## config.mk

```make
export PLATFORM = sky130hd
export DESIGN_NAME = transcript_confidence_aggregator
export DESIGN_NICKNAME = d
export VERILOG_FILES = /design/src/hdl/tca_pkg.sv /design/src/hdl/tca_div.sv /design/src/hdl/tca_ctrl.sv /design/src/hdl/tca_dp.sv /design/src/hdl/transcript_confidence_aggregator.sv
export SDC_FILE = /design/constraint.sdc
export NUM_CORES = 2
export LEC_CHECK = 0
export ABC_AREA = 1
export BUFFER_PORTS_ARGS = -buffer_cell sky130_fd_sc_hd__buf_2
export CAP_MARGIN = 10
export CORE_UTILIZATION = 55
export DETAILED_ROUTE_END_ITERATION = 8
export GPL_TIMING_DRIVEN = 0
export PLACE_DENSITY = 0.81
export SLEW_MARGIN = 15
export SYNTH_ARGS = -nofsm -noshare
export SYNTH_HDL_FRONTEND = slang
export SYNTH_SLANG_ARGS = --single-unit
export TNS_END_PERCENT = 10
```

## constraint.sdc

```tcl
create_clock -name i_clk -period 7.7 [get_ports i_clk]
set_input_delay 0.77 -clock i_clk [delete_from_list [all_inputs] [get_ports i_clk]]
set_output_delay 0.77 -clock i_clk [all_outputs]
set_load 0.1 [all_outputs]
```

## src/hdl/tca_pkg.sv

```systemverilog
package tca_pkg;

    localparam int unsigned MAX_SEGMENTS = 1024;
    localparam int unsigned WORST_SLOTS  = 3;

    localparam logic [16:0] Q16_ONE = 17'd65536;

    localparam logic [1:0] REQ_TOKEN      = 2'd0;
    localparam logic [1:0] REQ_SEG_CLOSE  = 2'd1;
    localparam logic [1:0] REQ_TRANSCRIPT = 2'd2;

    localparam logic [1:0] REG_SPECIAL_ID = 2'd0;
    localparam logic [1:0] REG_LOW_THRESH = 2'd1;
    localparam logic [1:0] REG_TIER_EXC   = 2'd2;
    localparam logic [1:0] REG_TIER_GOOD  = 2'd3;

    localparam logic [1:0] TIER_LOW       = 2'd0;
    localparam logic [1:0] TIER_GOOD      = 2'd1;
    localparam logic [1:0] TIER_EXCELLENT = 2'd2;

    localparam int unsigned IDX_TOP_I =
        ((MAX_SEGMENTS - 1) < 1023) ? (MAX_SEGMENTS - 1) : 1023;
    localparam logic [10:0] IDX_TOP = 11'(IDX_TOP_I);

    // Commands from the controller to the datapath.
    typedef struct packed {
        logic token;      // apply a token transfer
        logic div_start;  // load divider
        logic seg_mul;    // capture mean, compute confidence product
        logic seg_acc;    // capture confidence, accumulate duration sum, insert worst, clear segment
        logic seg_out;    // load segment report, fold weighted sum
        logic trn_out;    // load transcript report, clear all
        logic sel_trn;    // divider operands from transcript sums
        logic ld_in;      // capture input fields
    } t_cmd;

    typedef struct packed {
        logic div_busy;
    } t_sts;

endpackage

```

## src/hdl/tca_div.sv

```systemverilog
// Restoring divider, one quotient bit a cycle, 51-bit dividend, 35-bit divisor.
module tca_div (
    input  logic        i_clk,
    input  logic        i_rst_n,
    input  logic        i_start,
    input  logic [50:0] i_num,
    input  logic [34:0] i_den,
    output logic        o_busy,
    output logic [50:0] o_quot
);
    logic [50:0] r_q;
    logic [35:0] r_rem;
    logic [34:0] r_den;
    logic [5:0]  r_cnt;
    logic        r_busy;
    logic [35:0] w_sh;
    logic [35:0] w_diff;

    assign w_sh   = {r_rem[34:0], r_q[50]};
    assign w_diff = w_sh - {1'b0, r_den};

    always_ff @(posedge i_clk) begin
        if (!i_rst_n) begin
            r_busy <= 1'b0;
            r_cnt  <= '0;
        end else if (i_start) begin
            r_busy <= 1'b1;
            r_cnt  <= 6'd51;
        end else if (r_busy) begin
            r_cnt <= r_cnt - 6'd1;
            if (r_cnt == 6'd1) begin
                r_busy <= 1'b0;
            end
        end
    end

    always_ff @(posedge i_clk) begin
        if (i_start) begin
            r_q   <= i_num;
            r_rem <= '0;
            r_den <= i_den;
        end else if (r_busy) begin
            if (!w_diff[35]) begin
                r_rem <= w_diff;
                r_q   <= {r_q[49:0], 1'b1};
            end else begin
                r_rem <= w_sh;
                r_q   <= {r_q[49:0], 1'b0};
            end
        end
    end

    assign o_busy = r_busy;
    assign o_quot = r_q;
endmodule

```

## src/hdl/tca_ctrl.sv

```systemverilog
module tca_ctrl (
    input  logic          i_clk,
    input  logic          i_rst_n,
    input  logic          i_valid,
    input  logic [1:0]    i_req_type,
    output logic          o_stall,
    output logic          o_valid,
    input  logic          i_stall,
    input  tca_pkg::t_sts i_sts,
    output tca_pkg::t_cmd o_cmd
);
    localparam logic [2:0] ST_IDLE  = 3'd0;
    localparam logic [2:0] ST_START = 3'd1;
    localparam logic [2:0] ST_WAIT  = 3'd2;
    localparam logic [2:0] ST_MUL   = 3'd3;
    localparam logic [2:0] ST_ACC   = 3'd4;
    localparam logic [2:0] ST_OUT   = 3'd5;

    logic [2:0] r_state, n_state;
    logic       r_trn, n_trn;
    logic       r_ovalid, n_ovalid;
    logic       w_acc;

    assign o_stall = (r_state != ST_IDLE) || (r_ovalid && i_stall);
    assign w_acc   = i_valid && !o_stall;
    assign o_valid = r_ovalid;

    always_comb begin
        n_state  = r_state;
        n_trn    = r_trn;
        n_ovalid = r_ovalid;
        o_cmd    = '0;
        o_cmd.sel_trn = r_trn;
        if (r_ovalid && !i_stall) begin
            n_ovalid = 1'b0;
        end
        case (r_state)
            ST_IDLE: begin
                if (w_acc) begin
                    o_cmd.ld_in = 1'b1;
                    if (i_req_type == tca_pkg::REQ_TOKEN) begin
                        o_cmd.token = 1'b1;
                    end else if (i_req_type == tca_pkg::REQ_SEG_CLOSE) begin
                        n_trn   = 1'b0;
                        n_state = ST_START;
                    end else if (i_req_type == tca_pkg::REQ_TRANSCRIPT) begin
                        n_trn   = 1'b1;
                        n_state = ST_START;
                    end
                end
            end
            ST_START: begin
                o_cmd.div_start = 1'b1;
                n_state = ST_WAIT;
            end
            ST_WAIT: begin
                if (!i_sts.div_busy) begin
                    n_state = r_trn ? ST_OUT : ST_MUL;
                end
            end
            ST_MUL: begin
                o_cmd.seg_mul = 1'b1;
                n_state = ST_ACC;
            end
            ST_ACC: begin
                o_cmd.seg_acc = 1'b1;
                n_state = ST_OUT;
            end
            ST_OUT: begin
                if (!r_ovalid || !i_stall) begin
                    o_cmd.seg_out = !r_trn;
                    o_cmd.trn_out = r_trn;
                    n_ovalid = 1'b1;
                    n_state  = ST_IDLE;
                end
            end
            default: n_state = ST_IDLE;
        endcase
    end

    always_ff @(posedge i_clk) begin
        if (!i_rst_n) begin
            r_state  <= ST_IDLE;
            r_trn    <= 1'b0;
            r_ovalid <= 1'b0;
        end else begin
            r_state  <= n_state;
            r_trn    <= n_trn;
            r_ovalid <= n_ovalid;
        end
    end

    a_one_load: assert property (@(posedge i_clk) disable iff (!i_rst_n)
        !(o_cmd.seg_out && o_cmd.trn_out))
        else $error("both report loads at once");
    a_no_accept_busy: assert property (@(posedge i_clk) disable iff (!i_rst_n)
        (r_state != ST_IDLE) |-> o_stall)
        else $error("input open while busy");
    a_start_wait: assert property (@(posedge i_clk) disable iff (!i_rst_n)
        o_cmd.div_start |=> i_sts.div_busy)
        else $error("divider did not start");
endmodule

```

## src/hdl/tca_dp.sv

```systemverilog
module tca_dp (
    input  logic          i_clk,
    input  logic          i_rst_n,
    input  tca_pkg::t_cmd i_cmd,
    output tca_pkg::t_sts o_sts,
    input  logic          i_cfg_we,
    input  logic [1:0]    i_cfg_idx,
    input  logic [16:0]   i_cfg_data,
    input  logic [15:0]   i_token_id,
    input  logic [16:0]   i_token_prob,
    input  logic [16:0]   i_no_speech_prob,
    input  logic [23:0]   i_seg_start_ms,
    input  logic [23:0]   i_seg_end_ms,
    output logic          o_report_kind,
    output logic [16:0]   o_seg_mean_prob,
    output logic [16:0]   o_seg_min_prob,
    output logic [16:0]   o_seg_confidence,
    output logic [16:0]   o_overall_confidence,
    output logic [1:0]    o_tier,
    output logic [1:0]    o_worst_count,
    output logic [9:0]    o_worst_first,
    output logic [9:0]    o_worst_second,
    output logic [9:0]    o_worst_third
);
    logic [15:0] r_special;
    logic [16:0] r_low, r_exc, r_good;
    logic [26:0] r_sum;
    logic [10:0] r_cnt;
    logic [16:0] r_min;
    logic [10:0] r_segs;
    logic [50:0] r_wsum;
    logic [34:0] r_dsum;
    logic [9:0]  r_widx [3];
    logic [16:0] r_wmin [3];
    logic [1:0]  r_fill;
    logic [16:0] r_ns;
    logic [24:0] r_dur;
    logic [16:0] r_mean, r_mn, r_conf;

    logic [16:0] w_p, w_ns, w_mean, w_over, w_ovr;
    logic [27:0] w_sum;
    logic [24:0] w_d;
    logic [33:0] w_cprod;
    logic [41:0] w_wprod;
    logic [51:0] w_wnext;
    logic [35:0] w_dnext;
    logic [9:0]  w_idx;
    logic [1:0]  w_pos;
    logic        w_ins;
    logic        w_busy;
    logic [50:0] w_quot;
    logic [50:0] w_num;
    logic [34:0] w_den;
    logic [1:0]  w_tier;

    assign w_p  = (i_token_prob > tca_pkg::Q16_ONE) ? tca_pkg::Q16_ONE : i_token_prob;
    assign w_ns = (i_no_speech_prob > tca_pkg::Q16_ONE) ? tca_pkg::Q16_ONE
                                                        : i_no_speech_prob;
    assign w_sum = {1'b0, r_sum} + {11'd0, w_p};
    assign w_d   = {1'b0, i_seg_end_ms} - {1'b0, i_seg_start_ms};

    assign w_num = i_cmd.sel_trn ? r_wsum : {24'd0, r_sum};
    assign w_den = i_cmd.sel_trn ? r_dsum : {24'd0, r_cnt};
    assign o_sts.div_busy = w_busy;

    tca_div u_div (
        .i_clk   (i_clk),
        .i_rst_n (i_rst_n),
        .i_start (i_cmd.div_start),
        .i_num   (w_num),
        .i_den   (w_den),
        .o_busy  (w_busy),
        .o_quot  (w_quot)
    );

    assign w_mean = (r_cnt == '0) ? 17'd0
                  : ((w_quot > 51'(tca_pkg::Q16_ONE)) ? tca_pkg::Q16_ONE : w_quot[16:0]);
    assign w_cprod = 34'(r_mean) * 34'(tca_pkg::Q16_ONE - r_ns);
    assign w_wprod = 42'(r_conf) * 42'(r_dur);
    assign w_wnext = {1'b0, r_wsum} + {10'd0, w_wprod};
    assign w_dnext = {1'b0, r_dsum} + {11'd0, r_dur};
    assign w_idx   = (r_segs > tca_pkg::IDX_TOP) ? tca_pkg::IDX_TOP[9:0] : r_segs[9:0];

    always_comb begin
        w_pos = r_fill;
        if (w_pos == 2'd3 && r_mn < r_wmin[2]) w_pos = 2'd2;
        if (w_pos == 2'd2 && r_mn < r_wmin[1]) w_pos = 2'd1;
        if (w_pos == 2'd1 && r_mn < r_wmin[0]) w_pos = 2'd0;
    end
    assign w_ins = (r_mn < r_low) && (w_pos != 2'd3);

    assign w_over = (w_quot > 51'(tca_pkg::Q16_ONE)) ? tca_pkg::Q16_ONE : w_quot[16:0];
    assign w_ovr  = ((r_segs != '0) && (r_dsum != '0)) ? w_over : 17'd0;
    always_comb begin
        w_tier = tca_pkg::TIER_LOW;
        if ((r_segs != '0) && (r_dsum != '0)) begin
            if (w_ovr >= r_exc) w_tier = tca_pkg::TIER_EXCELLENT;
            else if (w_ovr >= r_good) w_tier = tca_pkg::TIER_GOOD;
        end
    end

    always_ff @(posedge i_clk) begin
        if (!i_rst_n) begin
            r_special <= 16'd50257;
            r_low     <= 17'd19661;
            r_exc     <= 17'd55706;
            r_good    <= 17'd42598;
        end else if (i_cfg_we) begin
            case (i_cfg_idx)
                tca_pkg::REG_SPECIAL_ID: r_special <= i_cfg_data[15:0];
                tca_pkg::REG_LOW_THRESH: r_low     <= i_cfg_data;
                tca_pkg::REG_TIER_EXC:   r_exc     <= i_cfg_data;
                tca_pkg::REG_TIER_GOOD:  r_good    <= i_cfg_data;
                default: ;
            endcase
        end
    end

    always_ff @(posedge i_clk) begin
        if (i_cmd.ld_in) begin
            r_ns  <= w_ns;
            r_dur <= w_d[24] || (w_d == '0) ? 25'd1 : w_d;
        end
        if (i_cmd.seg_mul) begin
            r_mean <= w_mean;
            r_mn   <= (r_cnt == '0) ? 17'd0 : r_min;
        end
        if (i_cmd.seg_acc) begin
            r_conf <= w_cprod[32:16];
        end
    end

    // r_conf is registered at seg_acc, so the weighted sum is folded at seg_out.
    always_ff @(posedge i_clk) begin
        if (!i_rst_n || i_cmd.trn_out) begin
            r_sum  <= '0;
            r_cnt  <= '0;
            r_min  <= tca_pkg::Q16_ONE;
            r_segs <= '0;
            r_wsum <= '0;
            r_dsum <= '0;
            r_fill <= '0;
            for (int k = 0; k < 3; k++) begin
                r_widx[k] <= '0;
                r_wmin[k] <= '0;
            end
        end else begin
            if (i_cmd.token && (i_token_id < r_special)) begin
                r_sum <= w_sum[27] ? '1 : w_sum[26:0];
                if (r_cnt != '1) r_cnt <= r_cnt + 11'd1;
                if (w_p < r_min) r_min <= w_p;
            end
            if (i_cmd.seg_acc) begin
                r_dsum <= w_dnext[35] ? '1 : w_dnext[34:0];
                if (w_ins) begin
                    for (int k = 2; k > 0; k--) begin
                        if (2'(k) > w_pos) begin
                            r_widx[k] <= r_widx[k-1];
                            r_wmin[k] <= r_wmin[k-1];
                        end
                    end
                    r_widx[w_pos] <= w_idx;
                    r_wmin[w_pos] <= r_mn;
                    if (r_fill != 2'd3) r_fill <= r_fill + 2'd1;
                end
                if (r_segs != '1) r_segs <= r_segs + 11'd1;
                r_sum <= '0;
                r_cnt <= '0;
                r_min <= tca_pkg::Q16_ONE;
            end
            if (i_cmd.seg_out) begin
                r_wsum <= w_wnext[51] ? '1 : w_wnext[50:0];
            end
        end
    end

    always_ff @(posedge i_clk) begin
        if (i_cmd.seg_out) begin
            o_report_kind        <= 1'b0;
            o_seg_mean_prob      <= r_mean;
            o_seg_min_prob       <= r_mn;
            o_seg_confidence     <= r_conf;
            o_overall_confidence <= '0;
            o_tier               <= tca_pkg::TIER_LOW;
            o_worst_count        <= '0;
            o_worst_first        <= '0;
            o_worst_second       <= '0;
            o_worst_third        <= '0;
        end else if (i_cmd.trn_out) begin
            o_report_kind        <= 1'b1;
            o_seg_mean_prob      <= '0;
            o_seg_min_prob       <= '0;
            o_seg_confidence     <= '0;
            o_overall_confidence <= w_ovr;
            o_tier               <= w_tier;
            o_worst_count        <= r_fill;
            o_worst_first        <= (r_fill > 2'd0) ? r_widx[0] : '0;
            o_worst_second       <= (r_fill > 2'd1) ? r_widx[1] : '0;
            o_worst_third        <= (r_fill > 2'd2) ? r_widx[2] : '0;
        end
    end

    a_fill_range: assert property (@(posedge i_clk) disable iff (!i_rst_n)
        r_fill <= 2'd3) else $error("worst fill out of range");
    a_worst_order: assert property (@(posedge i_clk) disable iff (!i_rst_n)
        (r_fill >= 2'd2) |-> (r_wmin[0] <= r_wmin[1]))
        else $error("worst list unordered");
    a_clear: assert property (@(posedge i_clk) disable iff (!i_rst_n)
        i_cmd.trn_out |=> (r_segs == '0 && r_fill == '0))
        else $error("transcript close did not clear");
endmodule

```

## src/hdl/transcript_confidence_aggregator.sv

```systemverilog
// Transcript confidence aggregator.
// Input channel (i_valid/o_stall): one transfer per token, segment close or
// transcript close item, chosen by i_req_type. Token transfers give no result
// and leave the controller idle, so they do not close the input.
// Output channel (o_valid/i_stall): one report per segment or transcript
// close. Both kinds of close run through the shared 51-step restoring divider
// that forms the segment mean and the duration-weighted overall confidence;
// a segment close then also forms its confidence and accumulates.
// One close is processed at a time; the input is stalled until its report is
// loaded into the output register.
// While the receiver stalls, the report holds and a finished close waits in
// its last step; token transfers are still taken as long as no close is in
// flight and the output register is free or being drained.
// Reset (synchronous, active low) restores the register defaults and clears
// all segment and transcript accumulators.
// Configuration writes (i_cfg_we) take effect at once; write only while idle.
module transcript_confidence_aggregator (
    input  logic        i_clk,
    input  logic        i_rst_n,
    input  logic        i_cfg_we,
    input  logic [1:0]  i_cfg_idx,
    input  logic [16:0] i_cfg_data,
    input  logic        i_valid,
    output logic        o_stall,
    input  logic [1:0]  i_req_type,
    input  logic [15:0] i_token_id,
    input  logic [16:0] i_token_prob,
    input  logic [16:0] i_no_speech_prob,
    input  logic [23:0] i_seg_start_ms,
    input  logic [23:0] i_seg_end_ms,
    output logic        o_valid,
    input  logic        i_stall,
    output logic        o_report_kind,
    output logic [16:0] o_seg_mean_prob,
    output logic [16:0] o_seg_min_prob,
    output logic [16:0] o_seg_confidence,
    output logic [16:0] o_overall_confidence,
    output logic [1:0]  o_tier,
    output logic [1:0]  o_worst_count,
    output logic [9:0]  o_worst_first,
    output logic [9:0]  o_worst_second,
    output logic [9:0]  o_worst_third
);
    tca_pkg::t_cmd w_cmd;
    tca_pkg::t_sts w_sts;

    // Sequence each close: divide, confidence and accumulate (segment close only), report.
    tca_ctrl u_ctrl (
        .i_clk      (i_clk),
        .i_rst_n    (i_rst_n),
        .i_valid    (i_valid),
        .i_req_type (i_req_type),
        .o_stall    (o_stall),
        .o_valid    (o_valid),
        .i_stall    (i_stall),
        .i_sts      (w_sts),
        .o_cmd      (w_cmd)
    );

    tca_dp u_dp (
        .i_clk                (i_clk),
        .i_rst_n              (i_rst_n),
        .i_cmd                (w_cmd),
        .o_sts                (w_sts),
        .i_cfg_we             (i_cfg_we),
        .i_cfg_idx            (i_cfg_idx),
        .i_cfg_data           (i_cfg_data),
        .i_token_id           (i_token_id),
        .i_token_prob         (i_token_prob),
        .i_no_speech_prob     (i_no_speech_prob),
        .i_seg_start_ms       (i_seg_start_ms),
        .i_seg_end_ms         (i_seg_end_ms),
        .o_report_kind        (o_report_kind),
        .o_seg_mean_prob      (o_seg_mean_prob),
        .o_seg_min_prob       (o_seg_min_prob),
        .o_seg_confidence     (o_seg_confidence),
        .o_overall_confidence (o_overall_confidence),
        .o_tier               (o_tier),
        .o_worst_count        (o_worst_count),
        .o_worst_first        (o_worst_first),
        .o_worst_second       (o_worst_second),
        .o_worst_third        (o_worst_third)
    );
endmodule

```

==> results.sh <==
export IMPL_outcome="finished with violations"
export IMPL_violations="DRC"
export IMPL_dp_slack_ns=-0.396
export IMPL_postRouteAntennaNets=0
export IMPL_gr_total_overflow=0
export IMPL_drc_errors=1
export IMPL_dieArea_sq_um=116000
export IMPL_period_share_pct=97.7
export IMPL_num_rows=124
export IMPL_antenna_found_initial=4
export IMPL_synth_edf_count=311
export IMPL_clk_pin_slew_ns=0.07
export IMPL_crit_path_end_kind="flop"
export IMPL_critPathMaxFanout=10
export IMPL_min_path_type="in2reg"
export IMPL_syn_area_per_cell_sq_um=7.54
export IMPL_max_freq_ghz=0.133
export IMPL_period_minus_slack_ns=7.52
export IMPL_post_drt_wl_per_cell_um=19.2
export IMPL_num_fill_cells=10200
export IMPL_globalplace_congestion=1.00
export IMPL_timing_max_cap_violations=0
export IMPL_cts_buffers=74
export IMPL_synth_top_cell_by_area="fa_1"
export IMPL_core_sq_um=114000
export IMPL_crit_path_start_kind="flop"
export IMPL_dpl_hpwl_um=162000
export IMPL_hold_viol=0
export IMPL_grt_total_usage_pct=34.1
export IMPL_die_w_um=341
export IMPL_syn_inst=8402
export IMPL_initial_utilization_pct=55.4
export IMPL_insertion_delay_ns=0.70
export IMPL_worst_pin_slew_ns=1.27
export IMPL_fin_nets=9954
export IMPL_clockBufferDepth=3
export IMPL_grt_pass1_wl_um=308000
export IMPL_die_y_um=341
export IMPL_crit_arrival_ns=8.00
export IMPL_grt_max_degree=53
export IMPL_yosys_top_cells_area="fa_1, edfxtp_1, nand2_1"
export IMPL_tritoncts="yes"
export IMPL_yosysUniqueCellTypes=54
export IMPL_ys_flop_type="dfxtp_1"
export IMPL_drtPass1Iterations=8
export IMPL_finalMaxSlewViolations=0
export IMPL_worstSetupPathType="reg2reg"
export IMPL_io_pins=229
export IMPL_drtIter0Drc=5065
export IMPL_synth_fp_nets=9636
export IMPL_async_flop_share_pct=0
export IMPL_ys_warn_count=0
export IMPL_clkSinkCount=631
export IMPL_port_buffers=227
export IMPL_seq_area_frac_synth_pct=24.9
export IMPL_via_per_inst=5.49
export IMPL_synth_common_cells="nand2_1, inv_1, nor2_1"
export IMPL_grt_pass1_vias=56500
export IMPL_relSlewSlack_pct=14.5
export IMPL_drt_wl_total_um=198000
export IMPL_vias=56600
export IMPL_h_tree_depth=3
export IMPL_synth_most_common_cell="nand2_1"
export IMPL_synth_top_cell_area_share_pct=21.5
export IMPL_root_buffer="clkbuf_16"
export IMPL_setup_viol=0
export IMPL_required_ns=8.18
export IMPL_ctsHoldBuffers=0
export IMPL_ys_seq_elements=631
export IMPL_fin_ws_ns=0.178
export IMPL_area_delta_synth_final_pct=9.68
export IMPL_drive_gt1_share_pct=6.17
export IMPL_finalClockSkew_ns=0.0453
export IMPL_synth_area_sq_um=63300
==> timing repair <==
action,in CTS,in global routing
endpoints found under the setup margin,34,63
pin swaps,0,5
resized for setup,20,83
buffers inserted,0,13
==> stage by stage <==
step / util (%) / TNS, ns / cells / hold slack, ns / cell area (sq um)
after floorplan: - / 0 / 8402 / 0.429 / 63300
after global placement: 58.1 / -3.34 / 10100 / 0.439 / 66300
after detailed placement: 58.2 / -3.75 / 10100 / 0.434 / 66500
after CTS: 60.6 / 0 / 10300 / 0.375 / 69200
after global routing: 60.8 / -0.0464 / 10300 / 0.421 / 69400
final: 60.8 / 0 / 10300 / 0.405 / 69400
==> registers in the layout (all words and copies together) (netlist names), 25 cells and up <==
| register | count |
|---|---|
| u_dp.u_div.r_rem | 35 |
| u_dp.u_div.o_quot | 51 |
| u_dp.r_wmin | 51 |
| u_dp.r_sum | 27 |
| u_dp.r_wsum | 51 |
| u_dp.r_dur | 25 |
| u_dp.r_widx | 30 |
| u_dp.r_dsum | 35 |
| u_dp.u_div.r_den | 35 |
==> worst max-delay path: stages (launching register included) <==
cell and delay, ns:
edfxtp_1 0.33, buf_2 0.26, inv_2 0.12, ha_1 0.25, xnor2_1 1.00, inv_1 0.53
nor2_1 0.28, fa_1 0.48, fa_1 0.48, fa_1 0.53, fa_1 0.43, fa_1 0.49
inv_1 0.05, fa_1 0.48, inv_1 0.05, ha_2 0.39, nand2_2 0.11, o21ai_2 0.24
a21oi_1 0.08, nand2_2 0.16, nand2_1 0.07, nand2_1 0.17, nand3_1 0.10, nand2_1 0.08
xor2_1 0.18
==> area by class of cell <==
class / count / area [sq um] / area share (%)
multi-input combinational: 5524 / 39200 / 56.5
sequential: 631 / 15700 / 22.7
inverter: 1968 / 7400 / 10.7
clock buffer: 90 / 1950 / 2.81
tap: 1512 / 1890 / 2.72
timing repair buffer: 245 / 1350 / 1.94
buffer: 276 / 1190 / 1.72
clock inverter: 46 / 696 / 1.00
antenna: 2 / 5.00 / 0.00721
==> logic make-up (layout without fill, tap and decap cells) <==
kind of cell | count (synthesis) | in the layout | share of synthesized area [%]
AOI/OAI and AO/OA | 961 | 961 | 8.42
xor gates and xnor gates | 131 | 131 | 1.81
adders and majority gates | 1110 | 1110 | 30.0
buffers and inverters | 2247 | 2625 | 13.5
DFF | 631 | 631 | 24.9
other | 1 | 3 | 0.00592
and+or+nand+nor | 3321 | 3321 | 21.4
==> final timing paths <==
kind,start,to,slack [ns],cells after the start
setup / recovery,u_dp.r_ns[0]$_SDFFCE_PN0P_,u_dp.r_conf[11]$_DFFE_PP_,0.18,24
hold / removal,i_rst_n,u_dp.r_special[2]$_SDFFE_PN0P_,0.41,3
setup reg to reg,u_dp.r_ns[0]$_SDFFCE_PN0P_,u_dp.r_conf[11]$_DFFE_PP_,0.18,24
hold reg to reg,u_dp.o_overall_confidence[1]$_SDFFE_PP0P_,u_dp.o_overall_confidence[1]$_SDFFE_PP0P_,0.45,2
==> metal layers <==
| metal | global-route usage (%) | share of wire (%) |
|---|---|---|
| met4 | 19.0 | 6.3 |
| met3 | 5.05 | 8.0 |
| met1 | 43.0 | 39 |
| met2 | 56.2 | 46 |
| met5 | 0 | 0 |
==> cell usage in the layout (no fill, tap or decap), drive strengths merged, types with 5 or more instances in the layout <==
master,n
a211oi,7
a21o,21
a21oi,359
a31oi,49
a32o,20
a41oi,5
and3,5
buf,302
bufinv,11
clkbuf,309
clkinv,32
clkinvlp,9
dfxtp,320
edfxtp,311
fa,679
ha,431
inv,1962
nand2,1986
nand3,322
nand3b,22
nand4,86
nor2,753
nor3,100
nor4,29
o211ai,42
o21a,11
o21ai,402
o21bai,22
o31ai,13
or2,10
xnor2,64
xor2,67
Power is left out: the tool's default activity adds up to more than one toggle a clock period on the data nets, which glitch-free logic cannot reach.
